==> src/design/bldc6s_pkg.sv <==
// Shared types, constants and table functions of the six-step commutation sequencer.
package bldc6s_pkg;

  localparam int unsigned LOOP_RATE_HZ     = 20000;
  localparam int unsigned WATCHDOG_PERIODS = 4;

  localparam int unsigned FREQ_W   = 16;
  localparam int unsigned TIME_W   = 48;
  localparam int unsigned PERIOD_W = 32;
  localparam int unsigned TICK_W   = 20;
  localparam int unsigned EDGE_W   = 4;
  localparam int unsigned STEP_W   = 3;
  localparam int unsigned RAMP_W   = 12;
  localparam int unsigned FRAC_W   = 8;
  localparam int unsigned WD_W     = 4;

  localparam int unsigned CFG_IDX_W  = 3;
  localparam int unsigned CFG_DATA_W = 16;

  // One microsecond period numerator scaled for the Q12.4 frequency format.
  localparam int unsigned PERIOD_NUM = 16_000_000;
  localparam int unsigned TPS_NUM    = 2 * 16 * LOOP_RATE_HZ;

  localparam int unsigned DIV_NW = $clog2(PERIOD_NUM + 1);
  localparam int unsigned DIV_DW = FREQ_W + 3;
  localparam int unsigned DIV_CW = $clog2(DIV_NW);

  localparam logic [FREQ_W-1:0]   START_FREQ_RST = 16'd160;
  localparam logic [FREQ_W-1:0]   MAX_FREQ_RST   = 16'd3200;
  localparam logic [RAMP_W-1:0]   RAMP_RST       = 12'd8;
  localparam logic [FRAC_W-1:0]   FRAC_RST       = 8'd128;
  localparam logic [EDGE_W-1:0]   HANDOVER_RST   = 4'd6;
  localparam logic [PERIOD_W-1:0] AVG_RST        =
    PERIOD_W'(PERIOD_NUM / (6 * 160));

  localparam logic [1:0] FUNC_TICK  = 2'd0;
  localparam logic [1:0] FUNC_ARM   = 2'd1;
  localparam logic [1:0] FUNC_ALIGN = 2'd2;
  localparam logic [1:0] FUNC_FORCE = 2'd3;

  localparam logic [CFG_IDX_W-1:0] CFG_DIR       = 3'd0;
  localparam logic [CFG_IDX_W-1:0] CFG_START     = 3'd1;
  localparam logic [CFG_IDX_W-1:0] CFG_MAX       = 3'd2;
  localparam logic [CFG_IDX_W-1:0] CFG_RAMP      = 3'd3;
  localparam logic [CFG_IDX_W-1:0] CFG_FRAC      = 3'd4;
  localparam logic [CFG_IDX_W-1:0] CFG_HANDOVER  = 3'd5;
  localparam logic [CFG_IDX_W-1:0] CFG_ALIGN_FWD = 3'd6;
  localparam logic [CFG_IDX_W-1:0] CFG_ALIGN_REV = 3'd7;

  localparam logic [1:0] DRV_OFF = 2'd0;
  localparam logic [1:0] DRV_SRC = 2'd1;
  localparam logic [1:0] DRV_SNK = 2'd2;

  localparam logic [1:0] PH_A = 2'd0;
  localparam logic [1:0] PH_B = 2'd1;
  localparam logic [1:0] PH_C = 2'd2;

  localparam logic [STEP_W-1:0] STEP_LAST = 3'd5;

  typedef enum logic [2:0] {
    ST_IDLE,
    ST_DIV,
    ST_MUL,
    ST_PREP,
    ST_EXEC,
    ST_WRITE
  } seq_state_e;

  typedef struct packed {
    logic [1:0]        func;
    logic [TIME_W-1:0] now_us;
    logic              torque_req;
    logic              ramp_enable;
    logic              zcd_ready;
    logic              duty_ok;
    logic              zc_edge;
  } in_t;

  typedef struct packed {
    logic [STEP_W-1:0]   step_index;
    logic [1:0]          drive_a;
    logic [1:0]          drive_b;
    logic [1:0]          drive_c;
    logic [1:0]          floating_phase;
    logic                closed_loop;
    logic                stepped;
    logic                watchdog_fell_back;
    logic [FREQ_W-1:0]   open_freq;
    logic [PERIOD_W-1:0] step_period;
  } out_t;

  // Phase drive pattern of a step, packed as {A, B, C}.
  function automatic logic [5:0] step_drive(input logic [STEP_W-1:0] step);
    logic [5:0] d;
    unique case (step)
      3'd0:    d = {DRV_SRC, DRV_SNK, DRV_OFF};
      3'd1:    d = {DRV_SRC, DRV_OFF, DRV_SNK};
      3'd2:    d = {DRV_OFF, DRV_SRC, DRV_SNK};
      3'd3:    d = {DRV_SNK, DRV_SRC, DRV_OFF};
      3'd4:    d = {DRV_SNK, DRV_OFF, DRV_SRC};
      3'd5:    d = {DRV_OFF, DRV_SNK, DRV_SRC};
      default: d = {DRV_OFF, DRV_OFF, DRV_OFF};
    endcase
    return d;
  endfunction

  function automatic logic [1:0] step_float(input logic [STEP_W-1:0] step);
    logic [1:0] p;
    unique case (step) inside
      3'd0, 3'd3: p = PH_C;
      3'd1, 3'd4: p = PH_B;
      3'd2, 3'd5: p = PH_A;
      default:    p = PH_A;
    endcase
    return p;
  endfunction

endpackage

==> src/design/bldc6s_if.sv <==
// Valid/ready channel interfaces for the sequencer's tick input and its result output.
interface bldc6s_in_if import bldc6s_pkg::*; ();
  logic valid;
  logic ready;
  in_t  data;

  modport source (output valid, output data, input ready);
  modport sink (input valid, input data, output ready);
endinterface

interface bldc6s_out_if import bldc6s_pkg::*; ();
  logic valid;
  logic ready;
  out_t data;

  modport source (output valid, output data, input ready);
  modport sink (input valid, input data, output ready);
endinterface

==> src/design/bldc_six_step_commutation_sequencer.sv <==
// Six-step BLDC commutation sequencer: open-loop ramp, zero-crossing handover and closed loop.
//
// One input transaction on in_i is one control tick or one command (arm, align start,
// force open loop). Each transaction yields exactly one result transaction on out_o
// carrying the step, the phase drive pattern, the mode flags, the open-loop frequency
// and the filtered step period.
// The configuration registers are written through cfg_we_i, cfg_idx_i and cfg_data_i
// and are expected to change only while no transaction is in flight.
// A transaction runs from acceptance through the divide phase and the multiply,
// preparation, update and write states until its result is offered; the next transaction
// can be accepted at the clock edge that ends the first cycle in which the result is
// offered. The shared bit-serial divider works out the ticks per step (or the default
// period on arm) at one quotient bit per cycle and then reports the quotient; a multiply
// step, a preparation step, an update step and the output load follow.
// in_i.ready is high only while the sequencer waits for work.
// The result sits in an output register; while the receiver stalls it is held and the
// sequencer accepts one more transaction, which then waits until the register frees.
// Reset puts all configuration registers and the motor state at their defaults and
// empties the output register; no result is pending after reset.
module bldc_six_step_commutation_sequencer import bldc6s_pkg::*; (
  input  logic                  clk_i,
  input  logic                  rst_ni,
  input  logic                  cfg_we_i,
  input  logic [CFG_IDX_W-1:0]  cfg_idx_i,
  input  logic [CFG_DATA_W-1:0] cfg_data_i,
  bldc6s_in_if.sink             in_i,
  bldc6s_out_if.source          out_o
);

  seq_state_e state_q, state_d;

  logic                dir_q;
  logic [FREQ_W-1:0]   start_freq_q;
  logic [FREQ_W-1:0]   max_freq_q;
  logic [RAMP_W-1:0]   ramp_q;
  logic [FRAC_W-1:0]   frac_q;
  logic [EDGE_W-1:0]   handover_q;
  logic [STEP_W-1:0]   align_fwd_q;
  logic [STEP_W-1:0]   align_rev_q;

  logic [STEP_W-1:0]   cur_step_q, cur_step_d;
  logic                closed_q, closed_d;
  logic [TICK_W-1:0]   tick_q, tick_d;
  logic [FREQ_W-1:0]   olf_q, olf_d;
  logic [EDGE_W-1:0]   edge_q, edge_d;
  logic [PERIOD_W-1:0] avg_q, avg_d;
  logic [TIME_W-1:0]   last_q, last_d;
  logic                last_vld_q, last_vld_d;
  logic [TIME_W-1:0]   dl_q;
  logic                dl_vld_q, dl_vld_d;
  logic                stepped_q, stepped_d;
  logic                fell_q, fell_d;

  in_t                 in_q;
  logic [PERIOD_W-1:0] dly_q;
  logic [TIME_W-1:0]   diff_q;
  logic [PERIOD_W-1:0] filt_q;
  logic                wd_hit_q;
  out_t                out_q;
  logic                out_vld_q;

  logic                accept;
  logic                load;
  logic                div_done;
  logic [DIV_NW-1:0]   div_num;
  logic [DIV_DW-1:0]   div_den;
  logic [DIV_NW-1:0]   quot;

  logic [PERIOD_W+FRAC_W-1:0] prod;
  logic [PERIOD_W-1:0]        dly_eff;
  logic [PERIOD_W-1:0]        meas;
  logic [PERIOD_W+2:0]        filt_sum;
  logic [PERIOD_W+WD_W-1:0]   wd_lim;
  logic                       closed_tick;
  logic                       zc_arm;
  logic                       due;
  logic                       do_step;
  logic [TICK_W-1:0]          tick_inc;
  logic [FREQ_W:0]            ramp_sum;
  logic [EDGE_W-1:0]          edge_inc;
  logic [STEP_W-1:0]          align_sel;
  logic [5:0]                 drv;

  assign accept      = in_i.valid && in_i.ready;
  assign in_i.ready  = (state_q == ST_IDLE);
  assign load        = (state_q == ST_WRITE) && (!out_vld_q || out_o.ready);
  assign out_o.valid = out_vld_q;
  assign out_o.data  = out_q;

  // Arm needs the default period, every other transaction the ticks per step.
  always_comb begin
    if (in_i.data.func == FUNC_ARM) begin
      div_num = DIV_NW'(PERIOD_NUM);
      div_den = DIV_DW'({start_freq_q, 2'b00}) + DIV_DW'({start_freq_q, 1'b0});
    end else begin
      div_num = DIV_NW'(TPS_NUM) + DIV_NW'(olf_q);
      div_den = DIV_DW'({olf_q, 1'b0});
    end
  end

  bldc6s_div u_div (
    .clk_i   (clk_i),
    .rst_ni  (rst_ni),
    .start_i (accept),
    .num_i   (div_num),
    .den_i   (div_den),
    .done_o  (div_done),
    .quot_o  (quot)
  );

  always_ff @(posedge clk_i or negedge rst_ni) begin
    if (!rst_ni) begin
      state_q <= ST_IDLE;
    end else begin
      state_q <= state_d;
    end
  end

  always_comb begin
    state_d = state_q;
    unique case (state_q)
      ST_IDLE:  if (accept) state_d = ST_DIV;
      ST_DIV:   if (div_done) state_d = ST_MUL;
      ST_MUL:   state_d = ST_PREP;
      ST_PREP:  state_d = ST_EXEC;
      ST_EXEC:  state_d = ST_WRITE;
      ST_WRITE: if (load) state_d = ST_IDLE;
      default:  state_d = ST_IDLE;
    endcase
  end

  assign closed_tick = (in_q.func == FUNC_TICK) && closed_q && in_q.zcd_ready;
  assign zc_arm      = closed_tick && in_q.zc_edge;

  always_comb begin
    prod     = avg_q * frac_q;
    dly_eff  = ((frac_q == '0) || (dly_q == '0)) ? PERIOD_W'(1) : dly_q;
    meas     = (diff_q[TIME_W-1:PERIOD_W] != '0) ? '1 : diff_q[PERIOD_W-1:0];
    filt_sum = {avg_q, 3'b000} - {3'b000, avg_q} + {3'b000, meas};
    wd_lim   = avg_q * WD_W'(WATCHDOG_PERIODS);
  end

  always_ff @(posedge clk_i) begin
    if (accept) begin
      in_q <= in_i.data;
    end
    if (state_q == ST_MUL) begin
      dly_q  <= prod[PERIOD_W+FRAC_W-1:FRAC_W];
      diff_q <= in_q.now_us - last_q;
    end
    if (state_q == ST_PREP) begin
      filt_q   <= filt_sum[PERIOD_W+2:3];
      wd_hit_q <= diff_q > TIME_W'(wd_lim);
    end
    if (load) begin
      out_q.step_index         <= cur_step_q;
      out_q.drive_a            <= drv[5:4];
      out_q.drive_b            <= drv[3:2];
      out_q.drive_c            <= drv[1:0];
      out_q.floating_phase     <= step_float(cur_step_q);
      out_q.closed_loop        <= closed_q;
      out_q.stepped            <= stepped_q;
      out_q.watchdog_fell_back <= fell_q;
      out_q.open_freq          <= olf_q;
      out_q.step_period        <= avg_q;
    end
  end

  assign drv = step_drive(cur_step_q);

  always_comb begin
    cur_step_d = cur_step_q;
    closed_d   = closed_q;
    tick_d     = tick_q;
    olf_d      = olf_q;
    edge_d     = edge_q;
    avg_d      = avg_q;
    last_d     = last_q;
    last_vld_d = last_vld_q;
    dl_vld_d   = dl_vld_q;
    stepped_d  = 1'b0;
    fell_d     = 1'b0;
    do_step    = 1'b0;
    due        = dl_vld_q && (in_q.now_us >= dl_q);
    tick_inc   = tick_q + 1'b1;
    ramp_sum   = {1'b0, olf_q} + (FREQ_W + 1)'(ramp_q);
    edge_inc   = (edge_q == '1) ? edge_q : edge_q + 1'b1;
    align_sel  = dir_q ? align_rev_q : align_fwd_q;

    unique case (in_q.func)
      FUNC_ARM: begin
        cur_step_d = '0;
        closed_d   = 1'b0;
        edge_d     = '0;
        tick_d     = '0;
        olf_d      = start_freq_q;
        avg_d      = (start_freq_q == '0) ? '1 : PERIOD_W'(quot);
        last_vld_d = 1'b0;
        dl_vld_d   = 1'b0;
      end
      FUNC_ALIGN: begin
        cur_step_d = (align_sel > STEP_LAST) ? '0 : align_sel;
        closed_d   = 1'b0;
        edge_d     = '0;
        tick_d     = '0;
        olf_d      = start_freq_q;
        last_vld_d = 1'b0;
        dl_vld_d   = 1'b0;
      end
      FUNC_FORCE: begin
        closed_d = 1'b0;
        edge_d   = '0;
        tick_d   = '0;
        olf_d    = start_freq_q;
        dl_vld_d = 1'b0;
      end
      FUNC_TICK: begin
        if (closed_q && in_q.zcd_ready) begin
          if (due) begin
            dl_vld_d = 1'b0;
            do_step  = 1'b1;
          end else if (last_vld_q && wd_hit_q) begin
            closed_d = 1'b0;
            edge_d   = '0;
            tick_d   = '0;
            dl_vld_d = 1'b0;
            fell_d   = 1'b1;
          end
        end else begin
          closed_d = 1'b0;
          if (in_q.torque_req && (olf_q != '0) && (quot != '0)) begin
            if (DIV_NW'(tick_inc) >= quot) begin
              tick_d  = '0;
              do_step = 1'b1;
              if (in_q.ramp_enable) begin
                olf_d = (ramp_sum > {1'b0, max_freq_q}) ? max_freq_q : ramp_sum[FREQ_W-1:0];
              end
            end else begin
              tick_d = tick_inc;
            end
          end
          if (in_q.zcd_ready && in_q.duty_ok && in_q.zc_edge) begin
            edge_d = edge_inc;
            if (edge_inc >= handover_q) begin
              closed_d = 1'b1;
              tick_d   = '0;
              dl_vld_d = 1'b0;
            end
          end
        end
      end
      default: begin
      end
    endcase

    if (do_step) begin
      stepped_d  = 1'b1;
      if (last_vld_q) begin
        avg_d = filt_q;
      end
      last_d     = in_q.now_us;
      last_vld_d = 1'b1;
      if (dir_q) begin
        cur_step_d = (cur_step_q == '0) ? STEP_LAST : cur_step_q - 1'b1;
      end else begin
        cur_step_d = (cur_step_q == STEP_LAST) ? '0 : cur_step_q + 1'b1;
      end
    end
    if ((in_q.func == FUNC_TICK) && !closed_q && closed_d) begin
      last_d     = in_q.now_us;
      last_vld_d = 1'b1;
    end
  end

  always_ff @(posedge clk_i or negedge rst_ni) begin
    if (!rst_ni) begin
      dir_q        <= 1'b0;
      start_freq_q <= START_FREQ_RST;
      max_freq_q   <= MAX_FREQ_RST;
      ramp_q       <= RAMP_RST;
      frac_q       <= FRAC_RST;
      handover_q   <= HANDOVER_RST;
      align_fwd_q  <= '0;
      align_rev_q  <= '0;
      cur_step_q   <= '0;
      closed_q     <= 1'b0;
      tick_q       <= '0;
      olf_q        <= START_FREQ_RST;
      edge_q       <= '0;
      avg_q        <= AVG_RST;
      last_q       <= '0;
      last_vld_q   <= 1'b0;
      dl_q         <= '0;
      dl_vld_q     <= 1'b0;
      stepped_q    <= 1'b0;
      fell_q       <= 1'b0;
      out_vld_q    <= 1'b0;
    end else begin
      if (cfg_we_i) begin
        unique case (cfg_idx_i)
          CFG_DIR:       dir_q        <= cfg_data_i[0];
          CFG_START:     start_freq_q <= cfg_data_i;
          CFG_MAX:       max_freq_q   <= cfg_data_i;
          CFG_RAMP:      ramp_q       <= cfg_data_i[RAMP_W-1:0];
          CFG_FRAC:      frac_q       <= cfg_data_i[FRAC_W-1:0];
          CFG_HANDOVER:  handover_q   <= cfg_data_i[EDGE_W-1:0];
          CFG_ALIGN_FWD: align_fwd_q  <= cfg_data_i[STEP_W-1:0];
          CFG_ALIGN_REV: align_rev_q  <= cfg_data_i[STEP_W-1:0];
        endcase
      end
      if ((state_q == ST_PREP) && zc_arm) begin
        dl_q     <= in_q.now_us + TIME_W'(dly_eff);
        dl_vld_q <= 1'b1;
      end
      if (state_q == ST_EXEC) begin
        cur_step_q <= cur_step_d;
        closed_q   <= closed_d;
        tick_q     <= tick_d;
        olf_q      <= olf_d;
        edge_q     <= edge_d;
        avg_q      <= avg_d;
        last_q     <= last_d;
        last_vld_q <= last_vld_d;
        dl_vld_q   <= dl_vld_d;
        stepped_q  <= stepped_d;
        fell_q     <= fell_d;
      end
      if (load) begin
        out_vld_q <= 1'b1;
      end else if (out_o.ready) begin
        out_vld_q <= 1'b0;
      end
    end
  end

`ifndef SYNTHESIS
  a_step_range: assert property (@(posedge clk_i) disable iff (!rst_ni)
    cur_step_q <= STEP_LAST)
    else $error("commutation step left the six-step range");

  a_div_done_in_div: assert property (@(posedge clk_i) disable iff (!rst_ni)
    div_done |-> state_q == ST_DIV)
    else $error("divider finished outside the divide phase");

  a_step_xor_fall: assert property (@(posedge clk_i) disable iff (!rst_ni)
    out_vld_q |-> !(out_q.stepped && out_q.watchdog_fell_back))
    else $error("result reports both a step and a watchdog fallback");

  a_fall_is_open: assert property (@(posedge clk_i) disable iff (!rst_ni)
    (out_vld_q && out_q.watchdog_fell_back) |-> !out_q.closed_loop)
    else $error("watchdog fallback left the sequencer in closed loop");
`endif

endmodule

==> src/design/bldc6s_div.sv <==
// Restoring radix-2 divider that retires one quotient bit per clock cycle.
module bldc6s_div import bldc6s_pkg::*; (
  input  logic              clk_i,
  input  logic              rst_ni,
  input  logic              start_i,
  input  logic [DIV_NW-1:0] num_i,
  input  logic [DIV_DW-1:0] den_i,
  output logic              done_o,
  output logic [DIV_NW-1:0] quot_o
);

  logic              busy_q;
  logic              done_q;
  logic [DIV_CW-1:0] cnt_q;
  logic [DIV_DW:0]   rem_q, rem_d;
  logic [DIV_NW-1:0] quo_q, quo_d;
  logic [DIV_DW-1:0] den_q;
  logic [DIV_DW:0]   shifted;
  logic [DIV_DW+1:0] trial;

  always_comb begin
    shifted = {rem_q[DIV_DW-1:0], quo_q[DIV_NW-1]};
    trial   = {1'b0, shifted} - {2'b00, den_q};
    if (trial[DIV_DW+1]) begin
      rem_d = shifted;
    end else begin
      rem_d = trial[DIV_DW:0];
    end
    quo_d = {quo_q[DIV_NW-2:0], ~trial[DIV_DW+1]};
  end

  always_ff @(posedge clk_i or negedge rst_ni) begin
    if (!rst_ni) begin
      busy_q <= 1'b0;
      done_q <= 1'b0;
      cnt_q  <= '0;
    end else begin
      done_q <= 1'b0;
      if (start_i) begin
        busy_q <= 1'b1;
        cnt_q  <= '0;
      end else if (busy_q) begin
        cnt_q <= cnt_q + 1'b1;
        if (cnt_q == DIV_CW'(DIV_NW - 1)) begin
          busy_q <= 1'b0;
          done_q <= 1'b1;
        end
      end
    end
  end

  always_ff @(posedge clk_i) begin
    if (start_i) begin
      rem_q <= '0;
      quo_q <= num_i;
      den_q <= den_i;
    end else if (busy_q) begin
      rem_q <= rem_d;
      quo_q <= quo_d;
    end
  end

  assign done_o = done_q;
  assign quot_o = quo_q;

endmodule
==> src/flat_wrapper.sv <==
// flat-port wrapper written by rule: the top's interface ports become plain ports
module bldc_six_step_commutation_sequencer_flat import bldc6s_pkg::*;
  (clk_i, rst_ni, cfg_we_i, cfg_idx_i, cfg_data_i, in_i_valid, in_i_data, in_i_ready, out_o_valid, out_o_data, out_o_ready);
  bldc6s_in_if in_i_i ();
  bldc6s_out_if out_o_i ();
  input  logic clk_i;
  input  logic rst_ni;
  input  logic cfg_we_i;
  input  logic [CFG_IDX_W-1:0] cfg_idx_i;
  input  logic [CFG_DATA_W-1:0] cfg_data_i;
  input wire logic [$bits(in_i_i.valid)-1:0] in_i_valid;
  input wire logic [$bits(in_i_i.data)-1:0] in_i_data;
  output wire logic [$bits(in_i_i.ready)-1:0] in_i_ready;
  output wire logic [$bits(out_o_i.valid)-1:0] out_o_valid;
  output wire logic [$bits(out_o_i.data)-1:0] out_o_data;
  input wire logic [$bits(out_o_i.ready)-1:0] out_o_ready;
  assign in_i_i.valid = in_i_valid;
  assign in_i_i.data = in_i_data;
  assign in_i_ready = in_i_i.ready;
  assign out_o_valid = out_o_i.valid;
  assign out_o_data = out_o_i.data;
  assign out_o_i.ready = out_o_ready;
  bldc_six_step_commutation_sequencer u_core (.clk_i(clk_i), .rst_ni(rst_ni), .cfg_we_i(cfg_we_i), .cfg_idx_i(cfg_idx_i), .cfg_data_i(cfg_data_i), .in_i(in_i_i), .out_o(out_o_i));
endmodule
==> config.mk <==
export PLATFORM = sky130hd
export DESIGN_NAME = bldc_six_step_commutation_sequencer_flat
export DESIGN_NICKNAME = d
export VERILOG_FILES = /design/src/design/bldc6s_pkg.sv /design/src/design/bldc6s_if.sv /design/src/design/bldc_six_step_commutation_sequencer.sv /design/src/design/bldc6s_div.sv /design/src/flat_wrapper.sv
export SDC_FILE = /design/constraint.sdc
export NUM_CORES = 2
export LEC_CHECK = 0
export BUFFER_PORTS_ARGS = -buffer_cell sky130_fd_sc_hd__buf_4
export CORE_MARGIN = 5
export CORE_UTILIZATION = 52
export DETAILED_ROUTE_END_ITERATION = 8
export GPL_TIMING_DRIVEN = 1
export HOLD_SLACK_MARGIN = 0.05
export PLACE_DENSITY = 0.69
export SYNTH_ARGS = -nofsm -noshare
export SYNTH_HDL_FRONTEND = slang
export SYNTH_SLANG_ARGS = --single-unit
==> constraint.sdc <==
create_clock -name clk_i -period 12.4 [get_ports clk_i]
set_input_delay 1.24 -clock clk_i [delete_from_list [all_inputs] [get_ports clk_i]]
set_output_delay 1.24 -clock clk_i [all_outputs]
set_load 0.02 [all_outputs]
# ---- Word-level counts from Yosys, hierarchy flattened
# Cells that the tools add are included.
dict set report totals {
  in_bits 79
  romBits 0
  word_cells 245
  n_memories 0
  ramBits 0
  out_inout_bits 64
  register_bits 542
  latchBits 0
}
dict set report op_classes {
  n_mux 83
  div 0
  eq_ne 36
  n_reduce_logical 55
  shift 0
  bitwise_logic 1
  n_lt_le_gt_ge 6
  add_sub_neg 13
  mul 1
}
# operator count
set ops {}
lappend ops {{$mux 32} 6}
lappend ops {{$mux 20} 7}
lappend ops {{$mux 48} 2}
lappend ops {{$mux 16} 5}
lappend ops {{$mux 24} 3}
lappend ops {{$add 48x32->48} 1}
lappend ops {{$ge 48x48->1} 1}
lappend ops {{$gt 48x34->1} 1}
lappend ops {{$sub 48x48->48} 1}
lappend ops {{$mul 32x8->40} 1}
lappend ops {{$pmux 20 s2} 1}
lappend ops {{$pmux 6 s6} 1}
lappend ops {{$add 35x32->35} 1}
lappend ops {{$sub 35x32->35} 1}
lappend ops {{$mux 1} 33}
lappend ops {{$logic_not 32->1} 1}
lappend ops {{$pmux 16 s2} 1}
lappend ops {{$reduce_bool 16->1} 2}
lappend ops {{$mux 3} 9}
lappend ops {{$eq 3x3->1 const B} 8}
lappend ops {{$ge 20x24->1} 1}
lappend ops {{$reduce_bool 24->1} 1}
lappend ops {{$reduce_and 2->1} 11}
lappend ops {{$add 20x16->21 const A} 1}
lappend ops {{47 further kinds} 95}

# ---- Longest topological paths before layout
dict set report depth {
  word_depth 10
  depth_mapped 23
  mapped_depth_nobuf 22
}

# ---- Hierarchy
# A second synthesis with hierarchy kept.
dict set report unflattened {
  hier_cells 3997
  hier_area_um2 40507.6
}
# module cells_each instances seq_area_each_um2 area_each_um2
set by_module_without_submodules {}
lappend by_module_without_submodules {bldc_six_step_commutation_sequencer 3649 1 13007.5 36685.2}
lappend by_module_without_submodules {bldc6s_div 348 1 1846.8 3822.4}

# ---- Worst setup path before layout
# OpenSTA, ideal clock, no wires.
dict set report synth_timing {
  kind {register -> register}
  from {register u_core.state_q[0]}
  to {register u_core.diff_q[0] (enable)}
  arrival_ns 6.406
  period_less_slack_ns 7.039
  setup_ns 0.633
  path_slack_ns 5.361
  path_stages_with_launch 3
  t_required_ns 11.767
  path_cell_list {dfrtp_1 clkbuf_1 nor3b_1}
}
dict set report synth_between {
  elab_chain_cells 1
}
# element line
set synth_lines {}
lappend synth_lines {{start, declared} bldc_six_step_commutation_sequencer.sv:30} ;# seq_state_e state_q, state_d;
lappend synth_lines {{start signal, assigned} bldc_six_step_commutation_sequencer.sv:115} ;# state_q <= state_d;
lappend synth_lines {{$eq 3x2->1} bldc_six_step_commutation_sequencer.sv:147} ;# if (state_q == ST_MUL) begin
lappend synth_lines {{end signal, assigned} bldc_six_step_commutation_sequencer.sv:149} ;# diff_q <= in_q.now_us - last_q;
lappend synth_lines {{end, declared} bldc_six_step_commutation_sequencer.sv:56} ;# logic [TIME_W-1:0] diff_q;
# Every way passes these cells.
# A chain may end at the register's enable or synchronous reset.

# ---- Final worst setup path
dict set report layout_timing {
  from {register u_core.frac_q[7]}
  to {register u_core.dly_q[30], data pin}
}
dict set report layout_between {
  elab_chain_cells 1
}
# element line
set layout_lines {}
lappend layout_lines {{start, declared} bldc_six_step_commutation_sequencer.sv:36} ;# logic [FRAC_W-1:0] frac_q;
lappend layout_lines {{start signal, assigned} bldc_six_step_commutation_sequencer.sv:305} ;# CFG_FRAC: frac_q <= cfg_data_i[FRAC_W-1:0];
lappend layout_lines {{$mul 32x8->40} bldc_six_step_commutation_sequencer.sv:136} ;# prod = avg_q * frac_q;
lappend layout_lines {{net u_core.prod[38]} bldc_six_step_commutation_sequencer.sv:69} ;# logic [PERIOD_W+FRAC_W-1:0] prod;
lappend layout_lines {{end signal, assigned} bldc_six_step_commutation_sequencer.sv:148} ;# dly_q <= prod[PERIOD_W+FRAC_W-1:FRAC_W];
lappend layout_lines {{end, declared} bldc_six_step_commutation_sequencer.sv:55} ;# logic [PERIOD_W-1:0] dly_q;
# The timed path passes the listed nets, and every way through them passes these cells.

==> flow_summary.toml <==
[detailed_routing]
route.detailed.wl_per_inst_um = 19.8
route.antenna.remaining_nets = 0
routed-via-count = 29900
dr.pass1.iters = 7
detailedRoute.firstIterationViolations = 2023
detail_route.drc_violations = 0
wl_mm = 104
route.detailed.vias_per_inst = 5.69

[global_route]
antenna_found_initial = 2
number_of_global_route_vias_before_repair = 29700
grtUsageMet1 = 0.326
grtUsageMet3 = 0.0360
grt_max_degree = 157
global_route.usage.met2 = 0.417
overflow = 0
grt_most_used_layer = "met2"
tot_gr_track_use = 0.247
grt_pass1_wl_mm = 163

[flow_run]
max_capacitance_violation_count = 0

[clock_tree]
clk_pin_slew_ns = 0.06
number_of_buffers_created_by_cts = 59
cts-resized-gates = 0
clkLatencyLatePin_ns = 0.64
postCtsSetupRepairBufs = 0
h-tree-depth = 2
clock-root-buffer = "sky130_fd_sc_hd__clkbuf_16"
clk_path_buf_depth = 3
tritoncts_clock_tree = "built"
postCtsHoldBufs = 0
cts.sink_count = 541

[sta]
hold_viol = 0
maxSlewViolCount = 0
finalWorstSetupSlack_ns = 5.74
setup_total_negative_slack_ns = 0
worst-slew-pin-transition_ns = 1.32
relSlewSlack = 0.116
final_critical_path_required_period_ns = 6.66
grt_setup_unrepaired = "no"
max_clock_freq_ghz = 0.150
min_period_over_period = 0.537
report.final.setup_viol = 0
fin_skew_ns = 0.0455

[yosys]
postSynthRegisterBits = 541
unique_cell_type_count_in_the_yosys_netlist = 87
syn_inst = 4079
yosysTopAreaCell = "sky130_fd_sc_hd__edfxtp_1"
primary_ff_master_synth = "sky130_fd_sc_hd__edfxtp_1"
synthesis.area_per_instance_um2 = 9.93
synth_largest_type_area_fraction = 0.202
post_synth_instance_area_um2 = 40500
edff_count_synth = 272
post_synth_main_area_contributors = "sky130_fd_sc_hd__edfxtp_1 20%, sky130_fd_sc_hd__dfrtp_1 14%, sky130_fd_sc_hd__ha_1 11%"
synth_warnings = 0
synth_async_sr_flop_share = 0.462
synth_seq_area_share = 0.366
syn_nets = 4727

[critical_path]
timing.critical_path.from_type = "register"
reg2regPathDepth = 17
critPathMaxFanout = 34
timing.critical_path.arrival_ns = 7.02
critPathCaptureType = "register"
path_class = "register to register"
timing.critical_path.required_ns = 12.76

[power]
total_power_mw = 12.1
power_per_unit_of_standard_cell_area_nw_per_um2 = 270
peak_supply_drop_uv = 349
leakagePower_nw = 19.8

[place]
gpl.final_weighted_congestion = 0.909
place.port_buffers = 142
dp_slack_ns = 5.88
dp_hpwl_mm = 77.9

[run_status]
status = "complete, no violations"

[floorplan]
io-pin-count = 143
start_util = 0.524
placeableCoreArea_um2 = 77300
num_rows = 102
die_extent_in_x_um = 289
chipHeight_um = 289
fp.dieArea_um2 = 83600

[final_layout]
nFillCells = 6786
num-nets-final = 4811
final_layout_size_suffix_gt1_frac = 0.102
areaGrowthSynthToFinish_pct = 10.2

[min_path]
hold_path.class = "register to register"
holdPathStages = 2
-- kinds of logic after synthesis --
logic type                 count (synthesis)  share of synthesized area
AOI/OAI and AO/OA                        836                      0.133
xor gates and xnor gates                 188                     0.0407
adders and majority gates                569                      0.215
buffers and inverters                    630                     0.0594
DFF                                      541                      0.366
muxes                                    148                     0.0394
and+or+nand+nor                         1167                      0.146
-- placed cells by master, fill, tap and decap left out, types with 29 or more instances in the layout --
| cell | instances |
|---|---|
| sky130_fd_sc_hd__dfrtp_1 | 233 |
| sky130_fd_sc_hd__inv_1 | 479 |
| sky130_fd_sc_hd__ha_1 | 356 |
| sky130_fd_sc_hd__a21o_1 | 121 |
| sky130_fd_sc_hd__fa_1 | 213 |
| sky130_fd_sc_hd__and2_1 | 242 |
| sky130_fd_sc_hd__nand4_1 | 56 |
| sky130_fd_sc_hd__and3_1 | 35 |
| sky130_fd_sc_hd__mux2_2 | 76 |
| sky130_fd_sc_hd__o21ai_0 | 218 |
| sky130_fd_sc_hd__nor2_1 | 186 |
| sky130_fd_sc_hd__buf_4 | 171 |
| sky130_fd_sc_hd__mux2i_1 | 68 |
| sky130_fd_sc_hd__xnor2_1 | 119 |
| sky130_fd_sc_hd__o21a_1 | 38 |
| sky130_fd_sc_hd__xor2_1 | 69 |
| sky130_fd_sc_hd__a221oi_1 | 29 |
| sky130_fd_sc_hd__nand3_1 | 77 |
| sky130_fd_sc_hd__edfxtp_1 | 272 |
| sky130_fd_sc_hd__clkbuf_16 | 62 |
| sky130_fd_sc_hd__nor3_1 | 74 |
| sky130_fd_sc_hd__a31oi_1 | 30 |
| sky130_fd_sc_hd__or2_2 | 38 |
| sky130_fd_sc_hd__nand2b_1 | 37 |
| sky130_fd_sc_hd__nand2_1 | 317 |
| sky130_fd_sc_hd__a21oi_1 | 206 |
-- registers in the layout (all words and copies together), names as in the netlist, 3 cells and up --
register and cells:
u_core.max_freq_q 16, u_core.filt_q 32, u_core.align_rev_q 3, u_core.start_freq_q 16
u_core.last_q 48, u_core.edge_q 4, u_core.u_div.cnt_q 5, u_core.u_div.quot_o 24
u_core.tick_q 20, u_core.olf_q 16, u_core.out_o.data 62, u_core.cur_step_q 3
u_core.avg_q 32, u_core.align_fwd_q 3, u_core.frac_q 8, u_core.handover_q 4
u_core.in_q 55, u_core.ramp_q 12, u_core.dl_q 48, u_core.u_div.rem_q 19
u_core.u_div.den_q 18, u_core.dly_q 32, u_core.state_q 3, u_core.diff_q 48
-- critical path, cell delays in order, from the launching register on --
cell and delay (ns):
sky130_fd_sc_hd__dfstp_2 0.93, sky130_fd_sc_hd__and2_1 0.25, sky130_fd_sc_hd__fa_1 0.43, sky130_fd_sc_hd__fa_1 0.53, sky130_fd_sc_hd__fa_1 0.54, sky130_fd_sc_hd__inv_1 0.05, sky130_fd_sc_hd__fa_1 0.53, sky130_fd_sc_hd__inv_1 0.04
sky130_fd_sc_hd__ha_1 0.34, sky130_fd_sc_hd__a2111oi_0 0.45, sky130_fd_sc_hd__nand3b_1 0.19, sky130_fd_sc_hd__o21ai_0 0.49, sky130_fd_sc_hd__nand2_1 0.26, sky130_fd_sc_hd__a41oi_1 0.40, sky130_fd_sc_hd__o21ai_0 0.22, sky130_fd_sc_hd__a211o_1 0.35
sky130_fd_sc_hd__a221oi_1 0.30, sky130_fd_sc_hd__xnor2_1 0.09
-- stage by stage --
step | instances | utilization | instance area, um2 | hold slack (ns)
after floorplan | 4079 | - | 40500 | 0.420
after detailed placement | 5142 | 0.551 | 42600 | 0.453
after CTS | 5253 | 0.577 | 44600 | 0.465
after global placement | 5142 | 0.551 | 42600 | 0.436
final | 5254 | 0.577 | 44600 | 0.454
after global routing | 5253 | 0.577 | 44600 | 0.491
-- cell type report --
| class | count | area, um2 | share of cell area |
|---|---|---|---|
| diodes | 1 | 2.50 | 0.0000560 |
| clock buffers | 79 | 1660 | 0.0371 |
| clock inverters | 32 | 403 | 0.00902 |
| inverters | 480 | 1800 | 0.0404 |
| multi-input cells | 2908 | 23300 | 0.523 |
| flip-flops and latches | 541 | 14800 | 0.332 |
| well taps | 1040 | 1300 | 0.0291 |
| repair buffers | 173 | 1320 | 0.0295 |
-- layer usage --
metal	vias up	routed length [um]
met5	-	8
met4	2	4410
met3	174	5430
met2	762	49700
met1	14700	44300
li1	14300	-
-- Yosys cell counts (all sizes together), types with 6 or more instances --
cell type,number
nor2b,25
fa,213
nor3,77
nand4b,7
a21o,121
buf,23
a21boi,10
o21a,38
or3,9
dfrtp,234
a211oi,25
or4,6
dfstp,16
nand2b,38
nand4,56
nand3b,6
and4,7
dfxtp,19
nor4,25
nor2,189
inv,480
nand2,317
a21oi,207
xnor2,119
o2bb2ai,12
and3,35
a211o,6
o31ai,20
o22ai,10
and2,242
ha,356
mux2,80
mux2i,68
a221oi,31
or2,38
o21ai,224
nand3,78
xor2,69
o21bai,21
a31oi,31
clkbuf,127
edfxtp,272
o211ai,11
nor3b,9
-- worst paths after layout --
check | startpoint | endpoint | slack [ns]
worst min-delay path | u_core.filt_q[8]$_DFFE_PP_ | u_core.avg_q[8]$_DFFE_PN1P_ | 0.45
worst max-delay path | u_core.frac_q[7]$_DFFE_PN1P_ | u_core.dly_q[30]$_DFFE_PP_ | 5.74
min in group asynchronous | rst_ni | u_core.dl_q[44]$_DFFE_PN0P_ | 0.59
worst max register to register | u_core.frac_q[7]$_DFFE_PN1P_ | u_core.dly_q[30]$_DFFE_PP_ | 5.74
worst min register to register | u_core.filt_q[8]$_DFFE_PP_ | u_core.avg_q[8]$_DFFE_PN1P_ | 0.45
max in group asynchronous | rst_ni | u_core.frac_q[0]$_DFFE_PN0P_ | 10.38
-- where the power goes --
group	total (mW)	internal (mW)	switching, mW
sequential	3.02	2.53	0.494
combinational	7.18	2.96	4.22
clock	1.86	1.11	0.753
No activity file was read; power rests on OpenSTA's default activity.
